<file path="src/rtl/core/tssq_pkg.sv">
// shared types and constants for the task slot state queue
// slot lifecycle codes, request codes, sequencer states and interface widths
// no dependencies
package tssq_pkg;

   localparam int SLOTS        = 16;
   localparam int IDX_W        = $clog2(SLOTS);
   localparam int CNT_W        = $clog2(SLOTS + 1);
   localparam int SLOT_FIELD_W = 4;
   localparam int REQ_W        = 3;
   localparam int DATA_W       = 8;

   // request codes carried on req_tuser
   localparam logic [REQ_W-1:0] REQ_ENQUEUE     = 3'd0;
   localparam logic [REQ_W-1:0] REQ_CLAIM_ANY   = 3'd1;
   localparam logic [REQ_W-1:0] REQ_CLAIM_SHORT = 3'd2;
   localparam logic [REQ_W-1:0] REQ_COMPLETE    = 3'd3;
   localparam logic [REQ_W-1:0] REQ_FAIL        = 3'd4;
   localparam logic [REQ_W-1:0] REQ_HARVEST     = 3'd5;
   localparam logic [REQ_W-1:0] REQ_RELEASE     = 3'd6;

   localparam logic CLASS_SHORT = 1'b0;

   typedef enum logic [2:0] {
      ST_FREE    = 3'd0,
      ST_QUEUED  = 3'd1,
      ST_CLAIMED = 3'd2,
      ST_DONE    = 3'd3,
      ST_FAILED  = 3'd4
   } slot_state_type;

   typedef enum logic [1:0] {
      FSM_IDLE,
      FSM_SCAN,
      FSM_COMMIT
   } fsm_type;

   // table write port
   typedef struct packed {
      logic             en;
      logic [IDX_W-1:0] addr;
      slot_state_type   state;
      logic             cls_en;
      logic             cls;
   } tbl_wr_type;

   // compare unit result for one visited slot
   typedef struct packed {
      logic hit;
      logic is_tgt;
   } match_type;

endpackage

</file>
<file path="src/rtl/core/task_slot_state_queue.sv">
// top level of the task slot state queue: sequencer, scan datapath and result register
// uses tssq_pkg, tssq_table and tssq_match
// stream in on req_*, one result per item on rsp_*
module task_slot_state_queue (
   input  logic                        clock,
   input  logic                        reset,
   input  logic                        req_tvalid,
   output logic                        req_tready,
   input  logic [tssq_pkg::DATA_W-1:0] req_tdata,  // [3:0] slot, [4] task_class, [7:5] zero
   input  logic [tssq_pkg::REQ_W-1:0]  req_tuser,  // [2:0] req_type
   output logic                        rsp_tvalid,
   input  logic                        rsp_tready,
   output logic [tssq_pkg::DATA_W-1:0] rsp_tdata,  // [3:0] slot_index, [4] any_active, [7:5] zero
   output logic                        rsp_tuser   // [0] found
);
   // Each item passes through an accept cycle in the idle state, a scan that walks the slot
   // table one slot per cycle through a single shared compare unit, and a commit state that
   // writes the chosen slot and loads the result register. The scan order
   // starts at the enqueue cursor for enqueue and at slot 0 for every other request, so the
   // first hit is the slot the request wants. Complete, fail and release also scan, to pick
   // up the old state of the target slot, which keeps a running count of queued and claimed
   // slots exact; any_active is that count after the item, compared against zero. The block
   // takes an item only in its idle state. The result register holds a finished result until
   // it is taken, and an item may be accepted meanwhile; its commit waits if the previous
   // result is still unread.
   import tssq_pkg::*;

   // sequencer
   fsm_type fsm_ff, fsm_in;

   // latched item
   logic [REQ_W-1:0]        req_code_ff;
   logic [SLOT_FIELD_W-1:0] tgt_ff;
   logic                    cls_ff;

   // scan state
   logic [IDX_W-1:0] scan_cnt_ff, scan_cnt_in;
   logic             hit_ff, hit_in;
   logic [IDX_W-1:0] hit_idx_ff, hit_idx_in;
   logic             tgt_active_ff, tgt_active_in;

   // persistent state beside the table
   logic [IDX_W-1:0] cursor_ff, cursor_in;
   logic [CNT_W-1:0] active_cnt_ff, active_cnt_in;

   // result register
   logic                    rsp_valid_ff, rsp_valid_in;
   logic                    rsp_found_ff, rsp_found_in;
   logic [SLOT_FIELD_W-1:0] rsp_index_ff, rsp_index_in;
   logic                    rsp_active_ff, rsp_active_in;

   // control
   logic req_fire;
   logic scan_en;
   logic scan_last;
   logic out_free;
   logic commit_en;

   // datapath
   logic [IDX_W:0]       addr_sum;
   logic [IDX_W-1:0]     scan_addr;
   slot_state_type       entry_state;
   logic                 entry_cls;
   match_type            match;
   tbl_wr_type           wr;
   logic                 tgt_ok;
   logic [IDX_W:0]       next_cursor_sum;

   assign req_fire  = req_tvalid && req_tready;
   assign scan_last = (scan_cnt_ff == IDX_W'(SLOTS - 1));
   assign out_free  = !rsp_valid_ff || rsp_tready;

   // next state
   always_comb begin
      fsm_in = fsm_ff;
      unique case (fsm_ff)
         FSM_IDLE: begin
            if (req_fire) fsm_in = FSM_SCAN;
         end
         FSM_SCAN: begin
            if (scan_last) fsm_in = FSM_COMMIT;
         end
         FSM_COMMIT: begin
            if (out_free) fsm_in = FSM_IDLE;
         end
         default: fsm_in = FSM_IDLE;
      endcase
   end

   // sequencer outputs
   always_comb begin
      req_tready = 1'b0;
      scan_en    = 1'b0;
      commit_en  = 1'b0;
      unique case (fsm_ff)
         FSM_IDLE:   req_tready = 1'b1;
         FSM_SCAN:   scan_en    = 1'b1;
         FSM_COMMIT: commit_en  = out_free;
         default: begin
         end
      endcase
   end

   // enqueue walks from the cursor with wraparound, others from slot 0
   always_comb begin
      addr_sum = {1'b0, cursor_ff} + {1'b0, scan_cnt_ff};
      if (req_code_ff == REQ_ENQUEUE) begin
         if (addr_sum >= (IDX_W + 1)'(SLOTS)) begin
            scan_addr = IDX_W'(addr_sum - (IDX_W + 1)'(SLOTS));
         end else begin
            scan_addr = addr_sum[IDX_W-1:0];
         end
      end else begin
         scan_addr = scan_cnt_ff;
      end
   end

   tssq_match u_match (
      .req_code    (req_code_ff),
      .tgt         (tgt_ff),
      .addr        (scan_addr),
      .entry_state (entry_state),
      .entry_cls   (entry_cls),
      .result      (match)
   );

   // scan bookkeeping: first hit and old state of the named slot
   always_comb begin
      scan_cnt_in   = scan_cnt_ff;
      hit_in        = hit_ff;
      hit_idx_in    = hit_idx_ff;
      tgt_active_in = tgt_active_ff;
      if (req_fire) begin
         scan_cnt_in   = '0;
         hit_in        = 1'b0;
         hit_idx_in    = '0;
         tgt_active_in = 1'b0;
      end else if (scan_en) begin
         scan_cnt_in = scan_last ? '0 : scan_cnt_ff + 1'b1;
         if (match.hit && !hit_ff) begin
            hit_in     = 1'b1;
            hit_idx_in = scan_addr;
         end
         if (match.is_tgt) begin
            tgt_active_in = (entry_state == ST_QUEUED) || (entry_state == ST_CLAIMED);
         end
      end
   end

   // commit: table write, cursor, active count and the result
   assign tgt_ok          = ({1'b0, tgt_ff} < (SLOT_FIELD_W + 1)'(SLOTS));
   assign next_cursor_sum = {1'b0, hit_idx_ff} + 1'b1;

   always_comb begin
      wr            = '0;
      wr.state      = ST_FREE;
      cursor_in     = cursor_ff;
      active_cnt_in = active_cnt_ff;
      rsp_found_in  = 1'b0;
      rsp_index_in  = tgt_ff;
      unique case (req_code_ff)
         REQ_ENQUEUE: begin
            rsp_found_in = hit_ff;
            rsp_index_in = SLOT_FIELD_W'(hit_idx_ff);
            if (hit_ff) begin
               wr.en         = 1'b1;
               wr.addr       = hit_idx_ff;
               wr.state      = ST_QUEUED;
               wr.cls_en     = 1'b1;
               wr.cls        = cls_ff;
               active_cnt_in = active_cnt_ff + 1'b1;
               if (next_cursor_sum >= (IDX_W + 1)'(SLOTS)) begin
                  cursor_in = '0;
               end else begin
                  cursor_in = next_cursor_sum[IDX_W-1:0];
               end
            end
         end
         REQ_CLAIM_ANY, REQ_CLAIM_SHORT: begin
            // queued to claimed keeps the slot active
            rsp_found_in = hit_ff;
            rsp_index_in = SLOT_FIELD_W'(hit_idx_ff);
            wr.en        = hit_ff;
            wr.addr      = hit_idx_ff;
            wr.state     = ST_CLAIMED;
         end
         REQ_HARVEST: begin
            rsp_found_in = hit_ff;
            rsp_index_in = SLOT_FIELD_W'(hit_idx_ff);
         end
         REQ_COMPLETE, REQ_FAIL, REQ_RELEASE: begin
            rsp_found_in = tgt_ok;
            if (tgt_ok) begin
               wr.en   = 1'b1;
               wr.addr = IDX_W'(tgt_ff);
               if (req_code_ff == REQ_COMPLETE) begin
                  wr.state = ST_DONE;
               end else if (req_code_ff == REQ_FAIL) begin
                  wr.state = ST_FAILED;
               end else begin
                  wr.state = ST_FREE;
               end
               // none of the new states is active
               active_cnt_in = active_cnt_ff - CNT_W'(tgt_active_ff);
            end
         end
         default: begin
            // unknown request: echo the slot, change nothing
         end
      endcase
      rsp_active_in = (active_cnt_in != '0);
      if (!commit_en) begin
         wr.en         = 1'b0;
         cursor_in     = cursor_ff;
         active_cnt_in = active_cnt_ff;
      end
   end

   tssq_table u_table (
      .clock    (clock),
      .reset    (reset),
      .rd_addr  (scan_addr),
      .rd_state (entry_state),
      .rd_cls   (entry_cls),
      .wr       (wr)
   );

   // result valid: set by a commit, cleared when taken
   always_comb begin
      rsp_valid_in = rsp_valid_ff;
      if (commit_en) begin
         rsp_valid_in = 1'b1;
      end else if (rsp_tready) begin
         rsp_valid_in = 1'b0;
      end
   end

   // control registers
   always_ff @(posedge clock) begin
      if (reset) begin
         fsm_ff        <= FSM_IDLE;
         scan_cnt_ff   <= '0;
         hit_ff        <= 1'b0;
         cursor_ff     <= '0;
         active_cnt_ff <= '0;
         rsp_valid_ff  <= 1'b0;
      end else begin
         fsm_ff        <= fsm_in;
         scan_cnt_ff   <= scan_cnt_in;
         hit_ff        <= hit_in;
         cursor_ff     <= cursor_in;
         active_cnt_ff <= active_cnt_in;
         rsp_valid_ff  <= rsp_valid_in;
      end
   end

   // payload registers
   always_ff @(posedge clock) begin
      hit_idx_ff    <= hit_idx_in;
      tgt_active_ff <= tgt_active_in;
      if (req_fire) begin
         req_code_ff <= req_tuser;
         tgt_ff      <= req_tdata[SLOT_FIELD_W-1:0];
         cls_ff      <= req_tdata[SLOT_FIELD_W];
      end
      if (commit_en) begin
         rsp_found_ff  <= rsp_found_in;
         rsp_index_ff  <= rsp_index_in;
         rsp_active_ff <= rsp_active_in;
      end
   end

   assign rsp_tvalid = rsp_valid_ff;
   assign rsp_tuser  = rsp_found_ff;
   assign rsp_tdata  = {(DATA_W - SLOT_FIELD_W - 1)'(0), rsp_active_ff, rsp_index_ff};

   // active count never exceeds the number of slots
   a_cnt_bound: assert property (@(posedge clock) disable iff (reset)
      active_cnt_ff <= CNT_W'(SLOTS))
      else $error("active slot count out of range");

   // enqueue cursor stays inside the table
   a_cursor_bound: assert property (@(posedge clock) disable iff (reset)
      cursor_ff < IDX_W'(SLOTS - 1) || cursor_ff == IDX_W'(SLOTS - 1))
      else $error("enqueue cursor out of range");

   // a new result only appears right after a commit
   a_rsp_from_commit: assert property (@(posedge clock) disable iff (reset)
      $rose(rsp_tvalid) |-> $past(fsm_ff == FSM_COMMIT))
      else $error("result raised outside commit");

   // the table is written only in the commit cycle
   a_write_in_commit: assert property (@(posedge clock) disable iff (reset)
      wr.en |-> fsm_ff == FSM_COMMIT)
      else $error("table write outside commit");

endmodule

</file>
<file path="src/rtl/core/tssq_table.sv">
// slot table storage: lifecycle state and class bit per slot
// one read address, one write port; depends on tssq_pkg
module tssq_table (
   input  logic                     clock,
   input  logic                     reset,
   input  logic [tssq_pkg::IDX_W-1:0] rd_addr,
   output tssq_pkg::slot_state_type rd_state,
   output logic                     rd_cls,
   input  tssq_pkg::tbl_wr_type     wr
);
   import tssq_pkg::*;

   slot_state_type state_mem_ff [SLOTS];
   logic           class_mem_ff [SLOTS];

   always_ff @(posedge clock) begin
      if (reset) begin
         for (int i = 0; i < SLOTS; i++) begin
            state_mem_ff[i] <= ST_FREE;
         end
      end else if (wr.en) begin
         state_mem_ff[wr.addr] <= wr.state;
      end
   end

   // class bit is only ever read on a queued slot, which an enqueue wrote
   always_ff @(posedge clock) begin
      if (wr.en && wr.cls_en) begin
         class_mem_ff[wr.addr] <= wr.cls;
      end
   end

   assign rd_state = state_mem_ff[rd_addr];
   assign rd_cls   = class_mem_ff[rd_addr];

endmodule

</file>
<file path="src/rtl/core/tssq_match.sv">
// shared compare unit applied to one slot per scan cycle
// decides search hit and target match for the current request; depends on tssq_pkg
module tssq_match (
   input  logic [tssq_pkg::REQ_W-1:0]        req_code,
   input  logic [tssq_pkg::SLOT_FIELD_W-1:0] tgt,
   input  logic [tssq_pkg::IDX_W-1:0]        addr,
   input  tssq_pkg::slot_state_type          entry_state,
   input  logic                              entry_cls,
   output tssq_pkg::match_type               result
);
   import tssq_pkg::*;

   always_comb begin
      result.is_tgt = ({1'b0, tgt} == (SLOT_FIELD_W + 1)'(addr));
      unique case (req_code)
         REQ_ENQUEUE:     result.hit = (entry_state == ST_FREE);
         REQ_CLAIM_ANY:   result.hit = (entry_state == ST_QUEUED);
         REQ_CLAIM_SHORT: result.hit = (entry_state == ST_QUEUED) && (entry_cls == CLASS_SHORT);
         REQ_HARVEST:     result.hit = (entry_state == ST_DONE) || (entry_state == ST_FAILED);
         default:         result.hit = 1'b0;
      endcase
   end

endmodule
</file>
<file path="config.mk">
export PLATFORM = sky130hd
export DESIGN_NAME = task_slot_state_queue
export DESIGN_NICKNAME = d
export VERILOG_FILES = /design/src/rtl/core/tssq_pkg.sv /design/src/rtl/core/task_slot_state_queue.sv /design/src/rtl/core/tssq_table.sv /design/src/rtl/core/tssq_match.sv
export SDC_FILE = /design/constraint.sdc
export NUM_CORES = 1
export LEC_CHECK = 0
export CAP_MARGIN = 20
export CORE_AREA = 4 4 133 84
export DETAILED_ROUTE_END_ITERATION = 8
export DIE_AREA = 0 0 137 88
export DONT_BUFFER_PORTS = 1
export PLACE_DENSITY = 0.67
export SLEW_MARGIN = 10
export SYNTH_ARGS = -nofsm -noshare
export SYNTH_HDL_FRONTEND = slang
export SYNTH_HIERARCHICAL = 1
export SYNTH_SLANG_ARGS = --single-unit
</file>
<file path="constraint.sdc">
create_clock -name clock -period 9.77 [get_ports clock]
set_input_delay 0.4885 -clock clock [delete_from_list [all_inputs] [get_ports clock]]
set_output_delay 0.4885 -clock clock [all_outputs]
set_load 0.005 [all_outputs]
</file>
==> impl_metrics.py <==
metrics = {
    "synth": {
        "synth_warnings": 6,
        "synth.ff_latch_count": 100,
        "ys_dominant_reg_cell": "edfxtp_1",
        "post-synth-top-count-cell": "edfxtp_1",
        "synth_seq_area_share": 0.523,
        "synthesis.area_mm2": 0.00532,
        "asyncSetResetFlopFracSynth": 0,
        "netlist-cell-type-count": 52,
        "cell_types_occupying_the_most_area_after_synthesis": "edfxtp_1, dfxtp_1, mux4_1",
        "syn-mean-instance-area_um2": 11.3,
        "synth_top_cell_area_share": 0.440,
        "synthDominantAreaCellType": "edfxtp_1",
        "synth_enable_flop_cells": 78,
        "post_synth_inst_count": 473,
        "yosys-top-cells-count": "edfxtp_1, nor2_1, and2_1",
    },
    "worst_setup_path": {
        "setup_crit_start_kind": "flip-flop",
        "endpoint_kind": "flip-flop",
        "path_class": "flip-flop to flip-flop",
        "worstPathMaxFanout": 22,
        "worstPathRequired_ns": 10.02,
        "critPathArrivalTime_ns": 4.97,
    },
    "placement": {
        "io_buffers": 0,
        "dp.cells": 587,
        "detailedPlacementHpwl_um": 7990,
        "global_placement_routability_congestion": 0.811,
    },
    "clock_network": {
        "post-cts-setup-buffers": 0,
        "maximum_root_to_sink_buffer_count": 2,
        "cell_at_the_root_of_the_clock_tree": "clkbuf_16",
        "clock_tree_from_tritoncts": "built",
        "worstSkewPairLatency_ns": 0.34,
        "cts_hold_buf": 0,
        "cts_resized": 0,
        "htreeDepth": 3,
        "clock_sinks": 100,
        "cts.reportedPaths.clkPinSlew_ns": 0.07,
        "cts_buffers": 9,
    },
    "power": {
        "total_leakage_power_nw": 2.09,
        "power.ir.vdd_worst_v": 0.0000945,
        "power_density_mw_per_mm2": 164,
    },
    "global_routing": {
        "grt-ovfl-total": 0,
        "number_of_antenna_violations_at_the_first_check_in_global_routing": 0,
        "global_route.usage.total": 0.200,
        "vias_in_the_first_global_route": 3316,
        "grt_max_degree": 34,
        "first_pass_grt_wire_length_um": 18100,
    },
    "routing": {
        "post_drt_via_cell_ratio": 5.89,
        "route.detailed.drc": 0,
        "ant_nets": 0,
        "via_count": 3555,
        "route.final.wire_length_um": 11200,
        "drtIter0Drc": 339,
        "drt-pass1-iter-count": 5,
        "routedWlPerCell_um": 18.5,
    },
    "cells_and_area": {
        "nets": 488,
        "synthToLayoutAreaGrowth_pct": 7.43,
        "final_core_utilization": 0.583,
        "insertedDiodeCount": 0,
        "seqCellArea_mm2": 0.00278,
        "area_occupied_by_multi_input_gates_mm2": 0.00236,
        "fillerInstances": 808,
        "fraction_of_layout_instances_using_a_drive_strength_above_1": 0.109,
        "layoutNonFillerInstCount": 604,
    },
    "sta": {
        "worst_slew_pin_slew_ns": 0.912,
        "fin_crit_ns": 4.73,
        "finClkSkew_ns": 0.0110,
        "period_share": 0.484,
        "timing.fmax_ghz": 0.212,
        "setup-violations-final": 0,
        "slew-limit-headroom": 0.391,
        "hold_violations": 0,
        "rsz0062_at_grt": "no",
        "setup_tns_ns": 0,
        "final_max_slew_viol_count": 0,
    },
    "floorplan": {
        "die_w_um": 137,
        "dieHeight_um": 88,
        "design.portCount": 26,
        "initial_core_util": 0.543,
        "core_area_mm2": 0.00981,
        "design.die.area_mm2": 0.0121,
        "rows": 28,
    },
    "outcome": {
        "status": "finished, final reports clean",
    },
    "worst_hold_path": {
        "worst_min_path_class": "input port to flip-flop",
    },
    "job": {
        "max_cap_violations": 0,
    },
}
## report_power, final
group | total [mW] | switching (mW) | leakage, nW | internal (mW)
combinational | 0.0749 | 0.0444 | 0.947 | 0.0305
clock | 0.376 | 0.151 | 0.157 | 0.225
sequential | 0.485 | 0.0144 | 0.986 | 0.470
## critical path, cell delays in order, from the launching register on
cell	delay, ns
edfxtp_1	0.72
or3_1	0.63
nand2_1	0.14
nand2_1	0.53
mux4_1	0.75
a22oi_1	0.21
nand3_1	0.20
a2111oi_2	0.34
o221a_2	0.27
nand2_1	0.07
nor2_1	0.42
nor2_1	0.09
a311oi_1	0.26
## cells by family (layout without fill, tap and decap cells)
logic type,after synthesis,in the layout,share of synthesized area
mux,26,26,0.0994
xor+xnor,14,14,0.0230
simple gates,225,225,0.225
other cells,1,3,0.000704
flops,100,100,0.523
compound gates,59,59,0.0710
fa+ha+maj,9,9,0.0226
buf+inv,39,33,0.0353
## cells in the final DEF (no fill, tap or decap), types with 3 or more instances in the layout
| cell | count |
|---|---|
| conb_1 | 3 |
| o21ai_0 | 9 |
| nand2b_1 | 9 |
| a311oi_1 | 3 |
| nand2_1 | 35 |
| mux2i_1 | 3 |
| nand4_1 | 4 |
| xnor2_1 | 4 |
| nand4bb_1 | 3 |
| a21oi_1 | 23 |
| nor3_1 | 13 |
| nor2_1 | 57 |
| or3_1 | 3 |
| mux2_2 | 7 |
| mux4_1 | 16 |
| nand4b_1 | 4 |
| nor2b_1 | 8 |
| a22oi_1 | 9 |
| buf_4 | 7 |
| edfxtp_1 | 78 |
| ha_1 | 8 |
| clkbuf_16 | 9 |
| or2_2 | 17 |
| xor2_1 | 10 |
| inv_1 | 10 |
| dfxtp_1 | 22 |
| and2_1 | 52 |
| nand3_1 | 12 |
## state kept, by name, summed over array words and instances (netlist names), 3 cells and up
name	cells
u_table/state_mem_ff	48
active_cnt_ff	5
u_table/class_mem_ff	16
scan_cnt_ff	4
req_code_ff	3
rsp_index_ff	4
cursor_ff	4
tgt_ff	4
hit_idx_ff	4
## layout make-up
type                            count  share of cell area
Sequential cell                   100               0.487
Clock inverter                      6              0.0153
Clock buffer                       10              0.0400
Inverter                           10             0.00656
Multi-Input combinational cell    336               0.413
Tap cell                          135              0.0295
Timing Repair Buffer                7             0.00919
## stage by stage
stage                     power [mW]  area (um^2)  hold WS, ns  setup slack (ns)
after floorplan                0.549         5330        0.453              6.12
after global placement         0.565         5400        0.464              5.19
after detailed placement       0.567         5400        0.474              5.13
after CTS                      0.939         5710        0.202              5.08
after global routing           0.966         5720        0.199              4.74
final                          0.936         5720        0.208              5.04
## worst paths after layout
| path | slack, ns | cells after the start | to | from |
|---|---|---|---|---|
| hold reg to reg | 0.49 | 2 | cursor_ff[1] | cursor_ff[1] |
| setup / recovery | 5.04 | 12 | hit_idx_ff[2] | req_code_ff[0] |
| hold / removal | 0.21 | 1 | active_cnt_ff[4] | reset |
| setup reg to reg | 5.04 | 12 | hit_idx_ff[2] | req_code_ff[0] |
## layer usage
layer	vias up	wire (um)	global-route usage
met1	1702	5430	0.313
li1	1684	-	-
met3	19	1130	0.0557
met4	0	129	0.0453
met5	-	0	0
met2	150	4490	0.276
Power figures use the tool's default switching activity.
